<file path="src/sv/cgdr_pkg.sv">
// ----------------------------------------------------------------------------
// cgdr_pkg
// shared types, constants and the squared color distance function of the
// color guided depth refinement block
// ----------------------------------------------------------------------------
package cgdr_pkg;

   localparam int CHAN_W     = 8;
   localparam int SQ_W       = 2 * CHAN_W;
   localparam int DEPTH_W    = 8;
   localparam int THR_W      = 9;
   localparam int THR_SQ_W   = 2 * THR_W;
   localparam int DIST_W     = 18;
   localparam int REQ_DATA_W = 32;
   localparam int RSP_DATA_W = 8;

   localparam logic [THR_W-1:0]    THR_RESET    = 9'd5;
   localparam logic [THR_SQ_W-1:0] THR_SQ_RESET = THR_SQ_W'(THR_RESET) * THR_SQ_W'(THR_RESET);

   // result queue, one entry holds the one or two results of an item
   localparam int FIFO_DEPTH = 8;
   localparam int FIFO_AW    = $clog2(FIFO_DEPTH);
   localparam int CNT_W      = FIFO_AW + 1;

   typedef struct packed {
      logic [CHAN_W-1:0] blue;
      logic [CHAN_W-1:0] green;
      logic [CHAN_W-1:0] red;
   } rgb_type;

   // item in the distance stage
   typedef struct packed {
      rgb_type            left_rgb;
      rgb_type            held_rgb;
      rgb_type            new_rgb;
      logic [DEPTH_W-1:0] held_depth;
      logic [DEPTH_W-1:0] new_depth;
      logic               held_valid;
      logic               held_first;
      logic               row_end;
   } dist_job_type;

   // item in the select stage
   typedef struct packed {
      logic [DEPTH_W-1:0] held_depth;
      logic [DEPTH_W-1:0] new_depth;
      logic               take_left;
      logic               take_right;
      logic               held_valid;
      logic               row_end;
   } sel_job_type;

   typedef struct packed {
      logic [DEPTH_W-1:0] depth0;
      logic               row_last0;
      logic               run_last0;
      logic [DEPTH_W-1:0] depth1;
      logic               two;
   } rsp_entry_type;

   function automatic logic [DIST_W-1:0] dist2(input rgb_type a, input rgb_type b);
      logic [CHAN_W-1:0] dr;
      logic [CHAN_W-1:0] dg;
      logic [CHAN_W-1:0] db;
      logic [SQ_W-1:0]   sr;
      logic [SQ_W-1:0]   sg;
      logic [SQ_W-1:0]   sb;
      dr = (a.red   > b.red)   ? a.red   - b.red   : b.red   - a.red;
      dg = (a.green > b.green) ? a.green - b.green : b.green - a.green;
      db = (a.blue  > b.blue)  ? a.blue  - b.blue  : b.blue  - a.blue;
      sr = SQ_W'(dr) * SQ_W'(dr);
      sg = SQ_W'(dg) * SQ_W'(dg);
      sb = SQ_W'(db) * SQ_W'(db);
      return {2'b00, sr} + {2'b00, sg} + {2'b00, sb};
   endfunction

endpackage

</file>
<file path="src/sv/color_guided_depth_refine.sv">
// ----------------------------------------------------------------------------
// color_guided_depth_refine
// sharpens depth edges along each row of a pixel stream, guided by the
// color difference between the left and right neighbors of each pixel
// ----------------------------------------------------------------------------
//  channel  | dir | handshake            | contents
//  req      | in  | req_tvalid/tready    | pixel color, raw depth, row end
//  rsp      | out | rsp_tvalid/tready    | refined depth, row last, run last
//  csr      | in  | csr_we               | edge threshold
//
//  one pixel per cycle while req_tready holds, each pixel causes zero to two results
//  a result is offered once it has passed the distance stage, the select stage
//  and the queue output register
//  the result queue holds eight entries behind its output register;
//  req_tready drops once the results in flight could overrun it, so a stall
//  on rsp reaches req with no loss
//  reset is synchronous, clears the pipeline and the queue, and reloads the default threshold
// ----------------------------------------------------------------------------
module color_guided_depth_refine (
   input  logic                              clock,
   input  logic                              reset,
   input  logic                              req_tvalid,
   output logic                              req_tready,
   input  logic [cgdr_pkg::REQ_DATA_W-1:0]   req_tdata,   // red, green, blue, depth_in
   input  logic                              req_tlast,   // row_end
   input  logic                              csr_we,
   input  logic [cgdr_pkg::THR_W-1:0]        csr_wdata,
   output logic                              rsp_tvalid,
   input  logic                              rsp_tready,
   output logic [cgdr_pkg::RSP_DATA_W-1:0]   rsp_tdata,   // depth_out
   output logic                              rsp_tlast,   // row_last
   output logic                              rsp_tuser    // run_last
);

   logic [cgdr_pkg::THR_SQ_W-1:0] thr_sq_ff;
   logic [cgdr_pkg::THR_SQ_W-1:0] thr_sq_in;

   cgdr_pkg::rgb_type             left_rgb_ff;
   cgdr_pkg::rgb_type             held_rgb_ff;
   logic [cgdr_pkg::DEPTH_W-1:0]  held_depth_ff;
   logic                          held_valid_ff;
   logic                          held_first_ff;
   logic [cgdr_pkg::DEPTH_W-1:0]  left_ref_ff;
   logic [cgdr_pkg::DEPTH_W-1:0]  left_ref_in;

   cgdr_pkg::dist_job_type        dist_ff;
   cgdr_pkg::dist_job_type        dist_in;
   logic                          dist_vld_ff;
   cgdr_pkg::sel_job_type         sel_ff;
   cgdr_pkg::sel_job_type         sel_in;
   logic                          sel_vld_ff;

   cgdr_pkg::rsp_entry_type       fifo_mem [cgdr_pkg::FIFO_DEPTH];
   cgdr_pkg::rsp_entry_type       fifo_wdata;
   cgdr_pkg::rsp_entry_type       head_ff;
   logic                          head_vld_ff;
   logic                          head_vld_in;
   logic [cgdr_pkg::FIFO_AW-1:0]  wptr_ff;
   logic [cgdr_pkg::FIFO_AW-1:0]  rptr_ff;
   logic [cgdr_pkg::CNT_W-1:0]    fcnt_ff;
   logic [cgdr_pkg::CNT_W-1:0]    fcnt_in;
   logic                          sub_ff;
   logic                          sub_in;
   logic [cgdr_pkg::CNT_W-1:0]    resv_ff;
   logic [cgdr_pkg::CNT_W-1:0]    resv_in;

   cgdr_pkg::rgb_type             new_rgb;
   logic [cgdr_pkg::DEPTH_W-1:0]  new_depth;
   logic                          req_xfer;
   logic                          rsp_xfer;
   logic [1:0]                    n_res;
   logic                          fifo_wr;
   logic                          fifo_rd;
   logic                          head_load;
   logic                          mem_wr;
   logic                          mem_rd;
   logic [cgdr_pkg::DIST_W-1:0]   d_lr;
   logic [cgdr_pkg::DIST_W-1:0]   d_lh;
   logic [cgdr_pkg::DIST_W-1:0]   d_hr;
   logic                          is_edge;
   logic                          left_near;
   logic [cgdr_pkg::DEPTH_W-1:0]  refined;

   assign new_rgb.red   = req_tdata[7:0];
   assign new_rgb.green = req_tdata[15:8];
   assign new_rgb.blue  = req_tdata[23:16];
   assign new_depth     = req_tdata[31:24];

   assign req_tready = (resv_ff <= cgdr_pkg::CNT_W'(cgdr_pkg::FIFO_DEPTH - 2));
   assign req_xfer   = req_tvalid && req_tready;
   assign rsp_xfer   = rsp_tvalid && rsp_tready;
   assign n_res      = {1'b0, held_valid_ff} + {1'b0, req_tlast};

   // threshold squared, computed once per write
   always_comb begin
      thr_sq_in = thr_sq_ff;
      if (csr_we) begin
         thr_sq_in = cgdr_pkg::THR_SQ_W'(csr_wdata) * cgdr_pkg::THR_SQ_W'(csr_wdata);
      end
   end

   always_ff @(posedge clock) begin
      if (reset) begin
         thr_sq_ff <= cgdr_pkg::THR_SQ_RESET;
      end else begin
         thr_sq_ff <= thr_sq_in;
      end
   end

   // pending pixel and its left neighbor color
   always_ff @(posedge clock) begin
      if (reset) begin
         left_rgb_ff   <= '0;
         held_rgb_ff   <= '0;
         held_depth_ff <= '0;
         held_valid_ff <= 1'b0;
         held_first_ff <= 1'b1;
      end else if (req_xfer) begin
         if (held_valid_ff) begin
            left_rgb_ff <= held_rgb_ff;
         end
         if (req_tlast) begin
            held_valid_ff <= 1'b0;
            held_first_ff <= 1'b1;
         end else begin
            held_first_ff <= !held_valid_ff;
            held_rgb_ff   <= new_rgb;
            held_depth_ff <= new_depth;
            held_valid_ff <= 1'b1;
         end
      end
   end

   // distance stage
   always_comb begin
      dist_in.left_rgb   = left_rgb_ff;
      dist_in.held_rgb   = held_rgb_ff;
      dist_in.new_rgb    = new_rgb;
      dist_in.held_depth = held_depth_ff;
      dist_in.new_depth  = new_depth;
      dist_in.held_valid = held_valid_ff;
      dist_in.held_first = held_first_ff;
      dist_in.row_end    = req_tlast;
   end

   always_ff @(posedge clock) begin
      if (reset) begin
         dist_vld_ff <= 1'b0;
      end else begin
         dist_vld_ff <= req_xfer;
      end
   end

   always_ff @(posedge clock) begin
      if (req_xfer) begin
         dist_ff <= dist_in;
      end
   end

   always_comb begin
      d_lr      = cgdr_pkg::dist2(dist_ff.left_rgb, dist_ff.new_rgb);
      d_lh      = cgdr_pkg::dist2(dist_ff.left_rgb, dist_ff.held_rgb);
      d_hr      = cgdr_pkg::dist2(dist_ff.held_rgb, dist_ff.new_rgb);
      is_edge   = !dist_ff.held_first && (d_lr > thr_sq_ff);
      left_near = d_lh < d_hr;
      sel_in.held_depth = dist_ff.held_depth;
      sel_in.new_depth  = dist_ff.new_depth;
      sel_in.take_left  = is_edge && left_near;
      sel_in.take_right = is_edge && !left_near;
      sel_in.held_valid = dist_ff.held_valid;
      sel_in.row_end    = dist_ff.row_end;
   end

   // select stage
   always_ff @(posedge clock) begin
      if (reset) begin
         sel_vld_ff <= 1'b0;
      end else begin
         sel_vld_ff <= dist_vld_ff;
      end
   end

   always_ff @(posedge clock) begin
      if (dist_vld_ff) begin
         sel_ff <= sel_in;
      end
   end

   always_comb begin
      if (sel_ff.take_left) begin
         refined = left_ref_ff;
      end else if (sel_ff.take_right) begin
         refined = sel_ff.new_depth;
      end else begin
         refined = sel_ff.held_depth;
      end
      left_ref_in = left_ref_ff;
      if (sel_vld_ff && sel_ff.held_valid) begin
         left_ref_in = refined;
      end
      fifo_wr              = sel_vld_ff && (sel_ff.held_valid || sel_ff.row_end);
      fifo_wdata.depth0    = sel_ff.held_valid ? refined : sel_ff.new_depth;
      fifo_wdata.row_last0 = !sel_ff.held_valid;
      fifo_wdata.run_last0 = !(sel_ff.held_valid && sel_ff.row_end);
      fifo_wdata.depth1    = sel_ff.new_depth;
      fifo_wdata.two       = sel_ff.held_valid && sel_ff.row_end;
   end

   always_ff @(posedge clock) begin
      if (reset) begin
         left_ref_ff <= '0;
      end else begin
         left_ref_ff <= left_ref_in;
      end
   end

   // result queue with registered head
   assign rsp_tvalid = head_vld_ff;
   assign rsp_tdata  = sub_ff ? head_ff.depth1 : head_ff.depth0;
   assign rsp_tlast  = sub_ff ? 1'b1 : head_ff.row_last0;
   assign rsp_tuser  = sub_ff ? 1'b1 : head_ff.run_last0;
   assign fifo_rd    = rsp_xfer && (sub_ff || !head_ff.two);
   assign head_load  = !head_vld_ff || fifo_rd;
   assign mem_rd     = head_load && (fcnt_ff != '0);
   assign mem_wr     = fifo_wr && !(head_load && (fcnt_ff == '0));

   always_comb begin
      sub_in = sub_ff;
      if (rsp_xfer) begin
         sub_in = !sub_ff && head_ff.two;
      end
      head_vld_in = head_vld_ff;
      if (head_load) begin
         head_vld_in = (fcnt_ff != '0) || fifo_wr;
      end
      fcnt_in = fcnt_ff + cgdr_pkg::CNT_W'(mem_wr) - cgdr_pkg::CNT_W'(mem_rd);
      resv_in = resv_ff + cgdr_pkg::CNT_W'(req_xfer ? n_res : 2'd0)
                - cgdr_pkg::CNT_W'(rsp_xfer);
   end

   always_ff @(posedge clock) begin
      if (mem_wr) begin
         fifo_mem[wptr_ff] <= fifo_wdata;
      end
   end

   always_ff @(posedge clock) begin
      if (head_load) begin
         if (fcnt_ff != '0) begin
            head_ff <= fifo_mem[rptr_ff];
         end else if (fifo_wr) begin
            head_ff <= fifo_wdata;
         end
      end
   end

   always_ff @(posedge clock) begin
      if (reset) begin
         wptr_ff     <= '0;
         rptr_ff     <= '0;
         fcnt_ff     <= '0;
         head_vld_ff <= 1'b0;
         sub_ff      <= 1'b0;
         resv_ff     <= '0;
      end else begin
         if (mem_wr) begin
            wptr_ff <= wptr_ff + cgdr_pkg::FIFO_AW'(1);
         end
         if (mem_rd) begin
            rptr_ff <= rptr_ff + cgdr_pkg::FIFO_AW'(1);
         end
         fcnt_ff     <= fcnt_in;
         head_vld_ff <= head_vld_in;
         sub_ff      <= sub_in;
         resv_ff     <= resv_in;
      end
   end

   a_resv_bound: assert property (@(posedge clock) disable iff (reset)
      resv_ff <= cgdr_pkg::CNT_W'(cgdr_pkg::FIFO_DEPTH))
      else $error("results in flight exceed queue depth");

   a_no_overflow: assert property (@(posedge clock) disable iff (reset)
      mem_wr |-> (fcnt_ff < cgdr_pkg::CNT_W'(cgdr_pkg::FIFO_DEPTH)) || mem_rd)
      else $error("result queue written while full");

   a_queue_within_resv: assert property (@(posedge clock) disable iff (reset)
      (fcnt_ff + cgdr_pkg::CNT_W'(head_vld_ff)) <= resv_ff)
      else $error("queue holds more entries than reserved results");

   a_second_half: assert property (@(posedge clock) disable iff (reset)
      sub_ff |-> head_vld_ff && head_ff.two)
      else $error("second result selected for a single-result entry");

   a_ready_stops: assert property (@(posedge clock) disable iff (reset)
      (resv_ff > cgdr_pkg::CNT_W'(cgdr_pkg::FIFO_DEPTH - 2)) |-> !req_tready)
      else $error("input taken without room for its results");

endmodule
</file>
<file path="config.mk">
export PLATFORM = sky130hd
export DESIGN_NAME = color_guided_depth_refine
export DESIGN_NICKNAME = d
export VERILOG_FILES = /design/src/sv/cgdr_pkg.sv /design/src/sv/color_guided_depth_refine.sv
export SDC_FILE = /design/constraint.sdc
export NUM_CORES = 2
export LEC_CHECK = 0
export ABC_CLOCK_PERIOD_IN_PS = 10900
export BUFFER_PORTS_ARGS = -buffer_cell sky130_fd_sc_hd__buf_2
export CAP_MARGIN = 20
export CELL_PAD_IN_SITES_DETAIL_PLACEMENT = 0
export CELL_PAD_IN_SITES_GLOBAL_PLACEMENT = 2
export CORE_AREA = 3 3 302 304
export DETAILED_ROUTE_END_ITERATION = 16
export DIE_AREA = 0 0 305 307
export PLACE_DENSITY = 0.86
export SLEW_MARGIN = 0
export SYNTH_ARGS = -nofsm -noshare
export SYNTH_HDL_FRONTEND = slang
export SYNTH_SLANG_ARGS = --single-unit
</file>
<file path="constraint.sdc">
create_clock -name clock -period 10.9 [get_ports clock]
set_input_delay 0 -clock clock [delete_from_list [all_inputs] [get_ports clock]]
set_output_delay 0 -clock clock [all_outputs]
set_load 0.005 [all_outputs]
</file>
* Word level (Yosys, flattened, before mapping)
Memories as Yosys holds them, arrays and structs flattened. A register that Yosys moved wholly into a read port is not among the register bits.
Index checks and enable logic that the tools add are counted.
** Operators by class
- $add $sub $neg :: 31
- $mul :: 10
- Div/mod/pow operators :: 0
- $lt $le $gt $ge :: 12
- Eq/ne operators :: 0
- Shift-type cells :: 0
- Muxes and demuxes :: 24
- Bitwise operators :: 1
- Reduce and logical (&&, ||, !) cells :: 32
** Operators with widths (count)
- $mul 8x8->16 :: 9
- $sub 8x8->8 :: 18
- $mux 8 :: 13
- $gt 8x8->1 :: 9
- $add 17x16->18 :: 3
- $add 16x16->17 :: 3
- $mux 19 :: 2
- $gt 18x18->1 :: 1
- $lt 18x18->1 :: 1
- $mul 9x9->18 :: 1
- $logic_and 1x1->1 :: 13
- $logic_not 1->1 :: 9
- $sub 4x1->4 :: 2
- $add 3x1->3 const B :: 2
- $mux 1 :: 6
- $mux 3 :: 2
- $reduce_and 2->1 :: 3
- $add 4x1->4 :: 1
- $add 4x2->4 :: 1
- $le 4x3->1 const B :: 1
- $logic_not 4->1 :: 1
- $logic_or 1x1->1 :: 4
- $reduce_bool 4->1 :: 1
- $add 1x1->2 :: 1
- other kinds (3) :: 3
** Storage, ports and cells
- Flip-flop bits (word level) :: 232
- Latch bits :: 0
- RAM bits :: 152
- Bits in read-only memories :: 0
- Input port bits :: 47
- Output and inout port bits :: 12
- Word-level logic and storage cells :: 155
- Memories kept :: 1
** Memories
- fifo_mem :: words 8, width 19, rd ports 1, clocked after memory_dff 1, wr ports 1, line color_guided_depth_refine.sv:53 : cgdr_pkg::rsp_entry_type fifo_mem [cgdr_pkg::FIFO_DEPTH];

* Depth between registers and ports, before layout
- Depth in word-level cells :: 9
- Mapped depth :: 42

* Worst setup path before layout
No wires, ideal clock.
- Path type :: register to register
- Start :: reg dist_ff[67] (netlist name)
- End :: reg sel_ff[3] (netlist name) (data pin)
- Setup time :: 260 ps
- Arrival time :: 8850 ps
- Setup slack :: 1790 ps
- Cell stages (with the launch flop) :: 39
- Clock period less this slack :: 9110 ps
- Cell sequence :: edfxtp_1 -> inv_1 -> ha_1 -> inv_1 -> fa_1 -> a211oi_1 -> o21ai_0 -> nand2_1 -> o22ai_2 -> mux2i_1 -> xor2_1 -> nor2_1 -> fa_1 -> inv_1 -> fa_1 -> fa_1 -> inv_1 -> fa_1 -> [... 3 more ...] -> inv_1 -> fa_1 -> ha_1 -> a21o_1 -> a21oi_1 -> o21ai_0 -> o41ai_1 -> o21ai_0 -> a21oi_1 -> xnor2_1 -> ha_1 -> nand4_1 -> nor2_1 -> nand3_1 -> a21oi_1 -> nand2_1 -> o21ai_0 -> nor2_1
** RTL lines
- from (decl) :: line color_guided_depth_refine.sv:46 : cgdr_pkg::dist_job_type dist_ff;
- from (signal assigned) :: line color_guided_depth_refine.sv:156 : dist_ff <= dist_in;
- to (signal assigned) :: line color_guided_depth_refine.sv:185 : sel_ff <= sel_in;
- to (decl) :: line color_guided_depth_refine.sv:49 : cgdr_pkg::sel_job_type sel_ff;

==> impl_metrics.csv <==
group,metric,value,unit
status,status,"finished clean",
synth,syn_nets,4726,
route,met1Wirelength,41960,microns
sta,hold_viol_final,0,
run,max_cap_viol_count,0,
route,via_per_inst,5.024,
route,wl,90530,microns
cts,cts_buffers,43,
worst_setup_path,critPathArrivalTime,10.51,ns
floorplan,coreArea,88510,sq um
sta,slew_headroom,30.38,%
sta,setup_violations,0,
route,drt.antenna.violating_nets,0,
synth,yosysTopAreaCell,"fa_1",
sta,worst_pin_slew,1.037,ns
route,wire_per_inst,17.83,microns
route,drc,0,
placed_design,gp_congestion,0.8862,
cts,clock_sinks,386,
route,num_vias,25511,
placed_design,io_buffers,58,
sta,finClkSkew,0.03381,ns
synth,yosys_warnings,0,
worst_setup_path,end_kind,"flip-flop",
cts,cts_root_buf,"clkbuf_16",
synth,yosysSeqAreaShare,27.18,%
route,drt_iter0_drc,1460,
synth,synthCells,3775,
global_routing,grt_pass1_vias,26879,
sta,hold_slack,0.1051,ns
synth,synthFlopType,"edfxtp_1",
layout,n_antenna_cell,0,
cts,cts.htree.levels,2,
floorplan,die-height,307,microns
floorplan,start_util,43.85,%
worst_setup_path,start_kind,"flip-flop",
sta,slew_violations,0,
global_routing,grt_first_pass_wirelength,146600,microns
layout,drive_gt1_share,8.408,%
synth,synth_common_cells,"inv_1, ha_1, fa_1",
global_routing,grt_max_degree,66,
worst_setup_path,crit_path_max_fanout,11,
sta,fmax,98.17,MHz
layout,num-fill-cells,8249,
route,met3_length,3399,microns
synth,synth_area_leaders,"fa_1, edfxtp_1, ha_1",
worst_setup_path,setup.worst_path.class,"flip-flop to flip-flop",
floorplan,die_area,93640,sq um
global_routing,antenna_found_initial,7,
sta,rsz0062_at_grt,"no",
cts,clkLatencyLatePin,0.59,ns
synth,synth_seq_cells,386,
worst_setup_path,required,11.22,ns
synth,synth_cell_types,83,
global_routing,gr-total-overflow,0,
route,drt_pre_antenna_iters,5,
synth,synth_edf_count,282,
floorplan,fp.dieW,305,microns
synth,synthesis.area,38820,sq um
synth,avgSynthCellArea,10.28,sq um
worst_setup_path,crit_slowest_cell,"xnor2_1",
sta,post-route-min-period,10.19,ns
layout,area_delta_synth_final,9.557,%
cts,cts_buffer_depth,3,
cts,cts_tree,"done",
cts,clk_pin_slew,0.06,ns
synth,async_flop_share,0,%
hold_path,hold_class,"input pin to flip-flop",
global_routing,grt_use_total,19.72,%
synth,synth_top_cell_area_share,23.21,%
floorplan,fp-row-count,109,
route,wl_met2,43400,microns
worst_setup_path,path_common_cell,"fa_1",
sta,fin_tns_setup,0,ns
route,top_layer_used,"met5",
placed_design,dp_hpwl,72660,microns
layout,final_nets,4829,
synth,synth_most_common_cell,"inv_1",
sta,fin_crit_sh,93.46,%
worst_setup_path,max_stage_delay,0.71,ns
floorplan,num_io_pins,59,
## area by class of cell
class	count	area (sq um)	share of cell area, %
Tap cell	1165	1458	3.428
Clock inverter	23	296.5	0.6973
Clock buffer	57	1200	2.822
Inverter	796	2990	7.032
Multi-Input combinational cell	2491	24870	58.47
Timing Repair Buffer	160	1164	2.736
Sequential cell	386	10550	24.81
## repair_timing
action	CTS	global route
gates resized for setup	0	3
endpoints found under the hold margin	103	0
hold buffers	42	0
buffers inserted	0	0
setup endpoints to repair	0	2
## logic make-up after synthesis
kind of cell | synth area share, %
buffers and inverters | 8.935
XOR/XNOR | 3.159
AND/OR/NAND/NOR | 9.867
AO/OA/AOI/OAI | 8.133
flip-flops | 27.18
multiplexers | 4.883
adder cells (fa/ha/maj) | 37.84
## state kept, by name, indices dropped and copies added (netlist names), named ones only
signal	cells
resv_ff	4
thr_sq_ff	17
held_first_ff	1
fifo_mem	152
dist_in	48
dist_vld_ff	1
held_valid_ff	1
rptr_ff	3
left_ref_ff	8
fcnt_ff	4
wptr_ff	3
sel_ff	12
sel_vld_ff	1
sub_ff	1
held_depth_ff	8
fifo_wdata	8
head_ff	19
rsp_tvalid	1
dist_ff	91
## placed cells by master (no fill, tap or decap), types with 12 or more instances in the layout
master and n:
nor3_1 23, nand3_1 16, mux2i_1 80, mux4_2 38, a21oi_1 181, inv_1 790, a31oi_1 20, xnor2_1 58
ha_1 454, nand2_1 251, dfxtp_1 102, or2_2 36, and3_1 17, a21o_1 68, buf_2 57, o21bai_1 24
and2_1 42, nor2b_1 31, nand3b_1 14, o22ai_1 12, mux2_2 16, dlygate4sd3_1 42, fa_1 450, nor2_1 300
clkbuf_16 44, nand2b_1 46, buf_4 61, nand4_1 21, edfxtp_1 282, o21a_1 13, o21ai_0 66, a211oi_1 26
xor2_1 56
## per-stage QoR
step / std cells / utilization [%] / worst slack, ns / area [sq um]
6_report: 5078 / 48.05 / 0.7132 / 42530
5_1_grt: 5078 / 48.05 / 0.003719 / 42530
3_3_place_gp: 4956 / 45.85 / 0.7009 / 40590
3_5_place_dp: 4956 / 45.85 / 0.6052 / 40590
4_1_cts: 5078 / 48.02 / 0.5871 / 42500
2_1_floorplan: 3775 / - / 1.790 / 38820
## worst paths after layout
check / start / end / slack, ns / cells after the start
setup / recovery: dist_ff[43]$_DFFE_PP_ / sel_ff[2]$_DFFE_PP_ / 0.71 / 39
setup reg to reg: dist_ff[43]$_DFFE_PP_ / sel_ff[2]$_DFFE_PP_ / 0.71 / 39
hold reg to reg: dist_ff[2]$_DFFE_PP_ / sel_ff[1]$_DFFE_PP_ / 0.40 / 0
hold / removal: csr_wdata[2] / thr_sq_ff[3]$_SDFFE_PP1P_ / 0.11 / 5
## layer usage
layer / up-vias / GRT usage [%]
met5: - / 0
met4: 2 / 4.202
met3: 99 / 2.142
met2: 406 / 33.42
met1: 12615 / 27.48
li1: 12389 / -
## worst max-delay path, delay by kind of cell (launching register included)
kind            cells  cell delay [ns]
compound gates     12             2.23
mux                 1             0.16
xor+xnor            2             0.97
buf+inv             7             0.58
fa+ha+maj          11             4.71
flops               1             0.45
simple gates        6             0.84
Power is left out: the tool's default activity adds up to more than one toggle a clock period on the data nets, which glitch-free logic cannot reach.
